`src/hdl/vfl_pkg.sv`:
```
// ----------------------------------------------------------------------------
// vfl_pkg
// Shared types, constants and corner functions for the voxel face AO and
// smooth light pipeline.
// ----------------------------------------------------------------------------
package vfl_pkg;

   localparam int unsigned NUM_CORNERS  = 4;
   localparam int unsigned SAMPLE_W     = 4;
   localparam int unsigned SAMPLES_W    = 36;
   localparam int unsigned MASK_W       = 9;
   localparam int unsigned SUM_W        = 6;
   localparam int unsigned CNT_W        = 3;
   localparam int unsigned AO_W         = 8;
   localparam int unsigned LIGHT_W      = 16;
   localparam logic [3:0]  CENTER_IDX   = 4'd4;
   localparam logic [15:0] UNIFORM_SPREAD = 16'h1111;
   localparam logic [6:0]  RECIP_THIRD  = 7'd43;
   localparam logic [1:0]  AO_FULL      = 2'd3;

   // side0, diagonal, side1 per corner
   localparam logic [3:0] CORNER_IDX [NUM_CORNERS][3] = '{
      '{4'd1, 4'd0, 4'd3},
      '{4'd3, 4'd6, 4'd7},
      '{4'd7, 4'd8, 4'd5},
      '{4'd5, 4'd2, 4'd1}
   };

   typedef struct packed {
      logic [SUM_W-1:0] sum;
      logic [CNT_W-1:0] cnt;
   } corner_acc_type;

   typedef struct packed {
      logic                                emitting;
      logic [SAMPLE_W-1:0]                 emission;
      logic [AO_W-1:0]                     ao;
      logic [NUM_CORNERS-1:0][CNT_W-1:0]   cnt;
      logic [NUM_CORNERS-1:0][SUM_W-1:0]   blk_sum;
      logic [NUM_CORNERS-1:0][SUM_W-1:0]   sky_sum;
   } gather_type;

   typedef struct packed {
      logic [AO_W-1:0]    ao;
      logic [LIGHT_W-1:0] blk;
      logic [LIGHT_W-1:0] sky;
   } result_type;

   function automatic logic [SAMPLE_W-1:0] sample_at(input logic [SAMPLES_W-1:0] samples,
                                                     input logic [3:0] idx);
      return samples[SAMPLE_W*idx +: SAMPLE_W];
   endfunction

   function automatic logic [1:0] corner_ao(input logic [MASK_W-1:0] mask,
                                            input logic [1:0] k);
      logic s0;
      logic d;
      logic s1;
      s0 = mask[CORNER_IDX[k][0]];
      d  = mask[CORNER_IDX[k][1]];
      s1 = mask[CORNER_IDX[k][2]];
      if (s0 && s1) begin
         return AO_FULL;
      end
      return 2'({1'b0, s0} + {1'b0, d} + {1'b0, s1});
   endfunction

   function automatic corner_acc_type corner_acc(input logic [SAMPLES_W-1:0] samples,
                                                 input logic [MASK_W-1:0] mask,
                                                 input logic [1:0] k);
      corner_acc_type r;
      logic s0;
      logic d;
      logic s1;
      s0 = mask[CORNER_IDX[k][0]];
      d  = mask[CORNER_IDX[k][1]];
      s1 = mask[CORNER_IDX[k][2]];
      r.sum = {2'b00, sample_at(samples, CENTER_IDX)};
      r.cnt = 3'd1;
      if (!s0) begin
         r.sum = r.sum + {2'b00, sample_at(samples, CORNER_IDX[k][0])};
         r.cnt = r.cnt + 3'd1;
      end
      if (!s1) begin
         r.sum = r.sum + {2'b00, sample_at(samples, CORNER_IDX[k][2])};
         r.cnt = r.cnt + 3'd1;
      end
      if (!d && !(s0 && s1)) begin
         r.sum = r.sum + {2'b00, sample_at(samples, CORNER_IDX[k][1])};
         r.cnt = r.cnt + 3'd1;
      end
      return r;
   endfunction

   // rounded (sum + n/2) / n for n in 1..4; divide by 3 as *43 >> 7
   function automatic logic [SAMPLE_W-1:0] round_avg(input logic [SUM_W-1:0] sum,
                                                     input logic [CNT_W-1:0] cnt);
      logic [SUM_W:0]   rnd;
      logic [12:0]      prod;
      logic [SAMPLE_W-1:0] q;
      rnd  = '0;
      prod = '0;
      unique case (cnt)
         3'd1: begin
            q = sum[3:0];
         end
         3'd2: begin
            rnd = {1'b0, sum} + 7'd1;
            q   = rnd[4:1];
         end
         3'd3: begin
            rnd  = {1'b0, sum} + 7'd1;
            prod = {6'd0, rnd} * {6'd0, RECIP_THIRD};
            q    = prod[10:7];
         end
         3'd4: begin
            rnd = {1'b0, sum} + 7'd2;
            q   = rnd[5:2];
         end
         default: begin
            q = '0;
         end
      endcase
      return q;
   endfunction

endpackage

```
`src/hdl/vfl_req_if.sv`:
```
// ----------------------------------------------------------------------------
// vfl_req_if
// Face request channel: valid/ready with one face word.
// ----------------------------------------------------------------------------
interface vfl_req_if;
   logic                           valid;
   logic                           ready;
   logic [vfl_pkg::MASK_W-1:0]     occupancy_mask;
   logic [vfl_pkg::SAMPLES_W-1:0]  block_light_samples;
   logic [vfl_pkg::SAMPLES_W-1:0]  sky_light_samples;
   logic [vfl_pkg::SAMPLE_W-1:0]   emission_level;

   modport source (output valid, occupancy_mask, block_light_samples, sky_light_samples,
                   emission_level, input ready);
   modport sink   (input valid, occupancy_mask, block_light_samples, sky_light_samples,
                   emission_level, output ready);
endinterface

```
`src/hdl/vfl_rsp_if.sv`:
```
// ----------------------------------------------------------------------------
// vfl_rsp_if
// Result channel: valid/ready with one corner AO and light word.
// ----------------------------------------------------------------------------
interface vfl_rsp_if;
   logic                          valid;
   logic                          ready;
   logic [vfl_pkg::AO_W-1:0]      ao_corners;
   logic [vfl_pkg::LIGHT_W-1:0]   block_light_corners;
   logic [vfl_pkg::LIGHT_W-1:0]   sky_light_corners;

   modport source (output valid, ao_corners, block_light_corners, sky_light_corners,
                   input ready);
   modport sink   (input valid, ao_corners, block_light_corners, sky_light_corners,
                   output ready);
endinterface

```
`src/hdl/vfl_gather.sv`:
```
// ----------------------------------------------------------------------------
// vfl_gather
// Stage 1: per-corner AO and masked sample sums and counts.
// ----------------------------------------------------------------------------
module vfl_gather (
   input  logic                           clock,
   input  logic                           reset,
   input  logic                           in_valid,
   output logic                           in_ready,
   input  logic [vfl_pkg::MASK_W-1:0]     in_mask,
   input  logic [vfl_pkg::SAMPLES_W-1:0]  in_blk,
   input  logic [vfl_pkg::SAMPLES_W-1:0]  in_sky,
   input  logic [vfl_pkg::SAMPLE_W-1:0]   in_emission,
   output logic                           out_valid,
   input  logic                           out_ready,
   output vfl_pkg::gather_type            out_data
);

   logic                 valid_ff;
   logic                 valid_in;
   vfl_pkg::gather_type  data_ff;
   vfl_pkg::gather_type  data_in;
   logic                 advance;

   assign in_ready = !valid_ff || out_ready;
   assign advance  = in_valid && in_ready;

   always_comb begin
      vfl_pkg::corner_acc_type ba;
      vfl_pkg::corner_acc_type sa;
      data_in          = '0;
      data_in.emitting = (in_emission != '0);
      data_in.emission = in_emission;
      for (int k = 0; k < vfl_pkg::NUM_CORNERS; k++) begin
         ba = vfl_pkg::corner_acc(in_blk, in_mask, 2'(k));
         sa = vfl_pkg::corner_acc(in_sky, in_mask, 2'(k));
         data_in.cnt[k]     = ba.cnt;
         data_in.blk_sum[k] = ba.sum;
         data_in.sky_sum[k] = sa.sum;
         if (!data_in.emitting) begin
            data_in.ao[2*k +: 2] = vfl_pkg::corner_ao(in_mask, 2'(k));
         end
      end
   end

   always_comb begin
      valid_in = valid_ff;
      if (in_ready) begin
         valid_in = in_valid;
      end
   end

   always_ff @(posedge clock) begin
      if (reset) begin
         valid_ff <= 1'b0;
      end else begin
         valid_ff <= valid_in;
      end
   end

   always_ff @(posedge clock) begin
      if (advance) begin
         data_ff <= data_in;
      end
   end

   assign out_valid = valid_ff;
   assign out_data  = data_ff;

   a_cnt_range: assert property (@(posedge clock) disable iff (reset)
      valid_ff |-> (data_ff.cnt[0] != '0 && data_ff.cnt[0] <= 3'd4 &&
                    data_ff.cnt[1] != '0 && data_ff.cnt[1] <= 3'd4 &&
                    data_ff.cnt[2] != '0 && data_ff.cnt[2] <= 3'd4 &&
                    data_ff.cnt[3] != '0 && data_ff.cnt[3] <= 3'd4))
      else $error("corner count out of range");

   a_emit_no_ao: assert property (@(posedge clock) disable iff (reset)
      (valid_ff && data_ff.emitting) |-> (data_ff.ao == '0))
      else $error("emitting face carries AO");

   a_stall_hold: assert property (@(posedge clock) disable iff (reset)
      (valid_ff && !out_ready) |=> (valid_ff && $stable(data_ff)))
      else $error("stage 1 word changed while stalled");

endmodule

```
`src/hdl/vfl_average.sv`:
```
// ----------------------------------------------------------------------------
// vfl_average
// Stage 2: rounded corner averages and emission override of block light.
// ----------------------------------------------------------------------------
module vfl_average (
   input  logic                 clock,
   input  logic                 reset,
   input  logic                 in_valid,
   output logic                 in_ready,
   input  vfl_pkg::gather_type  in_data,
   output logic                 out_valid,
   input  logic                 out_ready,
   output vfl_pkg::result_type  out_data
);

   logic                 valid_ff;
   logic                 valid_in;
   vfl_pkg::result_type  data_ff;
   vfl_pkg::result_type  data_in;

   assign in_ready = !valid_ff || out_ready;

   always_comb begin
      data_in    = '0;
      data_in.ao = in_data.ao;
      for (int k = 0; k < vfl_pkg::NUM_CORNERS; k++) begin
         data_in.blk[4*k +: 4] = vfl_pkg::round_avg(in_data.blk_sum[k], in_data.cnt[k]);
         data_in.sky[4*k +: 4] = vfl_pkg::round_avg(in_data.sky_sum[k], in_data.cnt[k]);
      end
      if (in_data.emitting) begin
         data_in.blk = 16'({12'd0, in_data.emission} * vfl_pkg::UNIFORM_SPREAD);
      end
   end

   always_comb begin
      valid_in = valid_ff;
      if (in_ready) begin
         valid_in = in_valid;
      end
   end

   always_ff @(posedge clock) begin
      if (reset) begin
         valid_ff <= 1'b0;
      end else begin
         valid_ff <= valid_in;
      end
   end

   always_ff @(posedge clock) begin
      if (in_valid && in_ready) begin
         data_ff <= data_in;
      end
   end

   assign out_valid = valid_ff;
   assign out_data  = data_ff;

endmodule

```
`src/hdl/voxel_face_ao_and_smooth_light.sv`:
```
// ----------------------------------------------------------------------------
// voxel_face_ao_and_smooth_light
// An accepted req word passes the gather, average and output registers.
// Throughput: one face word per cycle, set by the three-stage pipeline
// (gather sums, rounded average, output register); a stall holds full stages.
// Reset clears only the stage valid bits; the data registers are not reset.
// ----------------------------------------------------------------------------
module voxel_face_ao_and_smooth_light (
   input  logic       clock,
   input  logic       reset,
   vfl_req_if.sink    req_chan,
   vfl_rsp_if.source  rsp_chan
);

   logic                 g_valid;
   logic                 g_ready;
   vfl_pkg::gather_type  g_data;
   logic                 a_valid;
   logic                 a_ready;
   vfl_pkg::result_type  a_data;
   logic                 out_valid_ff;
   logic                 out_valid_in;
   vfl_pkg::result_type  out_data_ff;

   vfl_gather u_gather (
      .clock       (clock),
      .reset       (reset),
      .in_valid    (req_chan.valid),
      .in_ready    (req_chan.ready),
      .in_mask     (req_chan.occupancy_mask),
      .in_blk      (req_chan.block_light_samples),
      .in_sky      (req_chan.sky_light_samples),
      .in_emission (req_chan.emission_level),
      .out_valid   (g_valid),
      .out_ready   (g_ready),
      .out_data    (g_data)
   );

   vfl_average u_average (
      .clock     (clock),
      .reset     (reset),
      .in_valid  (g_valid),
      .in_ready  (g_ready),
      .in_data   (g_data),
      .out_valid (a_valid),
      .out_ready (a_ready),
      .out_data  (a_data)
   );

   assign a_ready = !out_valid_ff || rsp_chan.ready;

   always_comb begin
      out_valid_in = out_valid_ff;
      if (a_ready) begin
         out_valid_in = a_valid;
      end
   end

   always_ff @(posedge clock) begin
      if (reset) begin
         out_valid_ff <= 1'b0;
      end else begin
         out_valid_ff <= out_valid_in;
      end
   end

   always_ff @(posedge clock) begin
      if (a_valid && a_ready) begin
         out_data_ff <= a_data;
      end
   end

   assign rsp_chan.valid               = out_valid_ff;
   assign rsp_chan.ao_corners          = out_data_ff.ao;
   assign rsp_chan.block_light_corners = out_data_ff.blk;
   assign rsp_chan.sky_light_corners   = out_data_ff.sky;

   a_out_hold: assert property (@(posedge clock) disable iff (reset)
      (out_valid_ff && !rsp_chan.ready) |=> (out_valid_ff && $stable(out_data_ff)))
      else $error("output word changed while stalled");

   a_no_drop: assert property (@(posedge clock) disable iff (reset)
      (a_valid && !a_ready) |=> a_valid)
      else $error("stage 2 word dropped under stall");

   a_fill: assert property (@(posedge clock) disable iff (reset)
      (a_valid && a_ready) |=> out_valid_ff)
      else $error("output register missed a word");

endmodule
```
`src/flat_wrapper.sv`:
```
// flat-port wrapper written by rule: the top's interface ports become plain ports
module voxel_face_ao_and_smooth_light_flat 
  (clock, reset, req_chan_valid, req_chan_occupancy_mask, req_chan_block_light_samples, req_chan_sky_light_samples, req_chan_emission_level, req_chan_ready, rsp_chan_valid, rsp_chan_ao_corners, rsp_chan_block_light_corners, rsp_chan_sky_light_corners, rsp_chan_ready);
  vfl_req_if req_chan_i ();
  vfl_rsp_if rsp_chan_i ();
  input  logic clock;
  input  logic reset;
  input wire logic [$bits(req_chan_i.valid)-1:0] req_chan_valid;
  input wire logic [$bits(req_chan_i.occupancy_mask)-1:0] req_chan_occupancy_mask;
  input wire logic [$bits(req_chan_i.block_light_samples)-1:0] req_chan_block_light_samples;
  input wire logic [$bits(req_chan_i.sky_light_samples)-1:0] req_chan_sky_light_samples;
  input wire logic [$bits(req_chan_i.emission_level)-1:0] req_chan_emission_level;
  output wire logic [$bits(req_chan_i.ready)-1:0] req_chan_ready;
  output wire logic [$bits(rsp_chan_i.valid)-1:0] rsp_chan_valid;
  output wire logic [$bits(rsp_chan_i.ao_corners)-1:0] rsp_chan_ao_corners;
  output wire logic [$bits(rsp_chan_i.block_light_corners)-1:0] rsp_chan_block_light_corners;
  output wire logic [$bits(rsp_chan_i.sky_light_corners)-1:0] rsp_chan_sky_light_corners;
  input wire logic [$bits(rsp_chan_i.ready)-1:0] rsp_chan_ready;
  assign req_chan_i.valid = req_chan_valid;
  assign req_chan_i.occupancy_mask = req_chan_occupancy_mask;
  assign req_chan_i.block_light_samples = req_chan_block_light_samples;
  assign req_chan_i.sky_light_samples = req_chan_sky_light_samples;
  assign req_chan_i.emission_level = req_chan_emission_level;
  assign req_chan_ready = req_chan_i.ready;
  assign rsp_chan_valid = rsp_chan_i.valid;
  assign rsp_chan_ao_corners = rsp_chan_i.ao_corners;
  assign rsp_chan_block_light_corners = rsp_chan_i.block_light_corners;
  assign rsp_chan_sky_light_corners = rsp_chan_i.sky_light_corners;
  assign rsp_chan_i.ready = rsp_chan_ready;
  voxel_face_ao_and_smooth_light u_core (.clock(clock), .reset(reset), .req_chan(req_chan_i), .rsp_chan(rsp_chan_i));
endmodule
```
`config.mk`:
```
export PLATFORM = sky130hd
export DESIGN_NAME = voxel_face_ao_and_smooth_light_flat
export DESIGN_NICKNAME = d
export VERILOG_FILES = /design/src/hdl/vfl_pkg.sv /design/src/hdl/vfl_req_if.sv /design/src/hdl/vfl_rsp_if.sv /design/src/hdl/vfl_gather.sv /design/src/hdl/vfl_average.sv /design/src/hdl/voxel_face_ao_and_smooth_light.sv /design/src/flat_wrapper.sv
export SDC_FILE = /design/constraint.sdc
export NUM_CORES = 1
export LEC_CHECK = 0
export BUFFER_PORTS_ARGS = -buffer_cell sky130_fd_sc_hd__buf_4
export CAP_MARGIN = 30
export CORE_MARGIN = 2
export CORE_UTILIZATION = 32
export CTS_CLUSTER_SIZE = 40
export DETAILED_ROUTE_END_ITERATION = 7
export GPL_TIMING_DRIVEN = 0
export SYNTH_ARGS = -nofsm -noshare
export SYNTH_HDL_FRONTEND = slang
export SYNTH_SLANG_ARGS = --single-unit
```
`constraint.sdc`:
```
create_clock -name clock -period 7 [get_ports clock]
set_clock_uncertainty 0.05 [all_clocks]
set_input_delay 0.35 -clock clock [delete_from_list [all_inputs] [get_ports clock]]
set_output_delay 0.35 -clock clock [all_outputs]
set_load 0.03 [all_outputs]
```
Yosys cells after proc, flatten, opt, wreduce, memory -nomap -nowiden
Cells that the tools add are included.
{"block": "classes", "add_sub_neg": 64, "n_mul": 9, "n_eq_ne": 16, "mux": 49, "n_reduce_logical": 26}
{"operator": "$mux 9", "n": 16}
{"operator": "$pmux 4 s4", "n": 8}
{"operator": "$add 6x4->6", "n": 16}
{"operator": "$mul 7x6->11 const B", "n": 8}
{"operator": "$mux 8", "n": 8}
{"operator": "$add 6x1->7 const B", "n": 8}
{"operator": "$add 3x1->3 const B", "n": 16}
{"operator": "$add 6x2->6 const B", "n": 8}
{"operator": "$add 4x4->5", "n": 8}
{"operator": "$eq 3x2->1 const B", "n": 8}
{"operator": "$mul 4x13->16 const B", "n": 1}
{"operator": "$mux 16", "n": 1}
{"operator": "$mux 2", "n": 8}
{"operator": "$eq 3x1->1 const B", "n": 4}
{"operator": "$eq 3x3->1 const B", "n": 4}
{"operator": "$logic_and 1x1->1", "n": 11}
{"operator": "$logic_not 1->1", "n": 11}
{"operator": "$add 1x1->2", "n": 4}
{"operator": "$add 2x1->2", "n": 4}
{"operator": "$mux 1", "n": 8}
{"operator": "$reduce_bool 4->1", "n": 1}
{"operator": "$logic_or 1x1->1", "n": 3}
{"block": "totals", "register_bits": 156}

Depth between registers and ports, before layout
{"block": "depth", "word_depth": 6, "depth_mapped": 16}

Modules after synthesis
Synthesis repeated with hierarchy kept, for this count alone.
{"block": "hier_totals", "cells_unflattened": 1763, "area_unflattened_um2": 17902.2}
{"mod": "vfl_average", "n_inst": 1, "cells_each": 986, "area_per_inst_um2": 8818.5, "seq_area_each_um2": 1221.2}
{"mod": "vfl_gather", "n_inst": 1, "cells_each": 732, "area_per_inst_um2": 7827.5, "seq_area_each_um2": 2212.1}
{"mod": "voxel_face_ao_and_smooth_light", "n_inst": 1, "cells_each": 45, "area_per_inst_um2": 1256.2, "seq_area_each_um2": 1221.2}

Worst setup path after synthesis
Ideal clock, no wire load.
{"block": "synth_path", "path_type": "register to register", "from": "register u_core.u_average.valid_ff (netlist: u_core.u_average.out_valid)", "to": "register u_core.u_gather.data_ff (netlist bit u_core.u_gather.out_data[0]), enable pin", "setup_ns": 0.548, "arrival_ns": 4.334, "required_time_ns": 6.402, "slack_ns": 2.069, "path_stages_with_launch": 2, "period_less_slack_ns": 4.931, "cell_sequence": "dfxtp_1 -> a31oi_1"}
{"block": "synth_between", "elab_chain_len": 4}
{"item": "start: declaration", "line_no": "vfl_average.sv:16", "rtl": "logic valid_ff;"}
{"item": "start signal: assignment", "line_no": "vfl_average.sv:46", "rtl": "valid_ff <= valid_in;"}
{"item": "$logic_not 1->1", "line_no": "vfl_average.sv:21", "rtl": "assign in_ready = !valid_ff || out_ready;"}
{"item": "$logic_or 1x1->1", "line_no": "vfl_average.sv:21"}
{"item": "$logic_or 1x1->1", "line_no": "vfl_gather.sv:25", "rtl": "assign in_ready = !valid_ff || out_ready;"}
{"item": "$logic_and 1x1->1", "line_no": "vfl_gather.sv:26", "rtl": "assign advance = in_valid && in_ready;"}
{"item": "named net u_core.u_gather.advance", "line_no": "vfl_gather.sv:23", "rtl": "logic advance;"}
{"item": "end signal: assignment", "line_no": "vfl_gather.sv:63", "rtl": "data_ff <= data_in;"}
{"item": "end: declaration", "line_no": "vfl_gather.sv:21", "rtl": "vfl_pkg::gather_type data_ff;"}
The timed path passes the listed nets, and every way through them passes these cells.
A chain may end at the register's enable or synchronous reset.

==> reports/results.ini <==
[job]
max_cap_violations=0

[pwr]
part_of_the_total_power_dissipated_in_the_clock_network_pct=15.0
cellPowerDensity_nw_per_um2=337
p_seq_share_pct=19.3
cell_internal_pwr_uw=3640
power_frac_comb_pct=65.7
power_leakage_uw=0.00898
peakVddDrop_mv=0.172
net_switching_power_of_the_design_uw=2930
switching_share_of_power_pct=44.6

[grt]
grt_max_degree=31
grt_antenna_before_repair=1
grt.total_usage_pct=15.5
grt_first_pass_wirelength_um=65800
overflow=0
grt_pass1_vias=12800

[finish]
layout.nets=2335
syn2layout_area_growth_pct=15.2
proportion_of_layout_cells_with_a_drive_suffix_above_1_pct=12.0
nFillCells=5163

[setup_path]
required_ns=7.20
reg2reg_slack_ns=2.33
kind_of_launch_point_of_the_worst_setup_path=register
end_kind=register
timing_worst_setup_path_type=register to register
signal_arrival_time_at_the_worst_endpoint_ns=4.87
worstPathMaxFanout=5

[synthesis]
synth.top_cells.by_count=315 x sky130_fd_sc_hd__ha_1, 232 x sky130_fd_sc_hd__inv_1, 153 x sky130_fd_sc_hd__edfxtp_1, 112 x sky130_fd_sc_hd__nor2_1, 111 x sky130_fd_sc_hd__xnor2_1
post_synthesis_register_bit_count=156
synthArstFlopShare_pct=0
synthTopCellsByArea=sky130_fd_sc_hd__edfxtp_1 27%, sky130_fd_sc_hd__ha_1 23%, sky130_fd_sc_hd__fa_1 9.0%
synth_edf_count=153
synth_nets=2182
netlist_instances=1702
yosysSeqAreaShare_pct=27.5
synth.top_cell.area_share_pct=27.1
synth_flop_cell=sky130_fd_sc_hd__edfxtp_1
syn-mean-instance-area_um2=9.95
yosysTopAreaCell=sky130_fd_sc_hd__edfxtp_1
yosysMostFrequentCell=sky130_fd_sc_hd__ha_1
synth_warnings=0
mappedNetlistArea_um2=16900
ys_types=59

[timing]
period_share_pct=66.7
postLayoutSetupSlackWorst_ns=2.33
worst-slew-pin-transition_ns=1.02
max-slew-margin-rel_pct=31.8
final_hold_violation_count=0
timing.final.max_slew_violations=0
finalSetupViolations=0
timing.setup.tns_ns=0
achievable-frequency_mhz=214
rsz0062_at_grt=false
fin_crit_ns=4.67

[clock_tree]
cts_sinks=156
clockBufferDepth=2
cts_root_buffer=sky130_fd_sc_hd__clkbuf_16
tritoncts.num_buffers=17
path_clk_slew_ns=0.07
cts_tree=yes
post_cts.repair.setup_buffers=0
clk-insertion-delay-late_ns=0.46
htreeDepth=4

[place]
placement.setup.worst_slack_ns=2.34
placement.io_buffers=129
gp_congestion=0.881
detailedPlacementHpwl_um=34500

[die]
vertical_die_dimension_um=234
area_of_the_die_um2=54800
effective_utilization_at_floorplan_pct=32.3
die_width_um=234
num_rows=84
count_of_pins_on_the_block_boundary=131
core_area_um2=52400

[detailed_routing]
drt-pass1-iter-count=7
routed_wire_length_per_instance_um=16.2
detail_route.vias_per_cell=4.97
count_of_unresolved_drc_violations_after_routing=0
routed-via-count=12700
final_wirelength_um=41500
drtAntennaViolNets=0
number_of_drc_markers_in_iteration_0=922

[worst_hold_path]
hp-class=input port to register

[status]
outcome=completed

## kinds of logic after synthesis
logic type	Yosys count	synth area share [%]
AOI/OAI and AO/OA	316	11.7
xor gates and xnor gates	197	10.3
adders and majority gates	391	32.3
buffers and inverters	279	6.44
DFF	156	27.5
muxes	46	2.90
and+or+nand+nor	317	8.89
## routing by layer
| metal | wire length [um] | vias up | track usage, % | part of all wire, % |
|---|---|---|---|---|
| met2 | 18800 | 316 | 25.1 | 45 |
| met5 | 10 | - | 0 | 0.024 |
| met3 | 2550 | 38 | 2.49 | 6.2 |
| met4 | 624 | 2 | 4.15 | 1.5 |
| li1 | - | 6233 | - | - |
| met1 | 19500 | 6129 | 21.4 | 47 |
## power by group through the flow
stage	Sequential, uW	Combinational, uW	Clock, uW
finish	1270	4320	989
global route	1280	5050	1050
CTS	1270	4380	1010
detailed placement	1290	4330	0
global placement	1290	4110	0
floorplan	1280	3350	0
## state kept, by name, indices dropped and copies added (netlist names)
| signal | flops |
|---|---|
| u_core.u_average.out_data | 40 |
| u_core.u_gather.out_valid | 1 |
| u_core.rsp_chan.block_light_corners | 16 |
| u_core.rsp_chan.valid | 1 |
| u_core.u_average.out_valid | 1 |
| u_core.rsp_chan.ao_corners | 8 |
| u_core.rsp_chan.sky_light_corners | 16 |
| u_core.u_gather.out_data | 73 |
## path summary, 6_finish.rpt
kind | from | to | cells after the start
setup / recovery | u_core.u_gather.out_data[37] | u_core.u_average.out_data[26] | 16
hold / removal | req_chan_emission_level[1] | u_core.u_gather.out_data[69] | 1
setup reg to reg | u_core.u_gather.out_data[37] | u_core.u_average.out_data[26] | 16
hold reg to reg | u_core.u_average.out_data[0] | u_core.rsp_chan.sky_light_corners[0] | 0
## worst max-delay path, stage by stage, from the launching register on
cell                       delay (ns)
sky130_fd_sc_hd__edfxtp_1        0.48
sky130_fd_sc_hd__ha_1            0.31
sky130_fd_sc_hd__nand4_1         0.10
sky130_fd_sc_hd__xor2_1          0.49
sky130_fd_sc_hd__inv_1           0.14
sky130_fd_sc_hd__ha_1            0.32
sky130_fd_sc_hd__inv_1           0.07
sky130_fd_sc_hd__fa_1            0.43
sky130_fd_sc_hd__fa_1            0.56
sky130_fd_sc_hd__inv_1           0.05
sky130_fd_sc_hd__ha_1            0.26
sky130_fd_sc_hd__o21ai_0         0.08
sky130_fd_sc_hd__a22oi_1         0.34
sky130_fd_sc_hd__a21o_1          0.21
sky130_fd_sc_hd__a21oi_1         0.08
sky130_fd_sc_hd__xor2_1          0.16
sky130_fd_sc_hd__o31ai_1         0.31
## cells in the final DEF (no fill, tap or decap), drive strengths merged, types with 24 or more instances in the layout
cell	netlist	final
clkbuf	20	37
a22oi	28	28
xor2	85	85
a21oi	89	89
nand3	42	42
edfxtp	153	153
a21o	53	53
nor2b	41	41
xnor2	112	112
ha	315	315
nand2	64	64
o21ai	77	77
inv	234	243
buf	21	154
fa	76	76
nor2	113	113
mux2	24	24
## layout make-up
cell class	instances	area [um^2]	share of cell area [%]
Antenna cell	1	2.50	0.0128
Buffer	41	198	1.01
Clock buffer	17	425	2.18
Clock inverter	15	194	0.994
Inverter	238	893	4.58
Multi-Input combinational cell	1267	11200	57.5
Sequential cell	156	4650	23.9
Tap cell	688	861	4.41
Timing Repair Buffer	134	1060	5.43
## what timing repair did
item,in CTS,in global routing
setup endpoints to repair,0,0
hold endpoints to repair,3,0
hold buffers,1,0
resized for setup,0,0
## per-stage QoR
| stage | utilization [%] | power (uW) | hold slack (ns) | cells | cell area (um^2) |
|---|---|---|---|---|---|
| 2_1_floorplan | - | 4630 | 0.350 | 1702 | 16900 |
| 3_3_place_gp | 35.8 | 5400 | 0.351 | 2519 | 18800 |
| 3_5_place_dp | 36.0 | 5610 | 0.355 | 2523 | 18900 |
| 4_1_cts | 37.2 | 6650 | 0.0164 | 2556 | 19500 |
| 5_1_grt | 37.2 | 7380 | 0.0201 | 2556 | 19500 |
| 6_report | 37.2 | 6570 | 0.0397 | 2557 | 19500 |
Power figures use the tool's default switching activity.
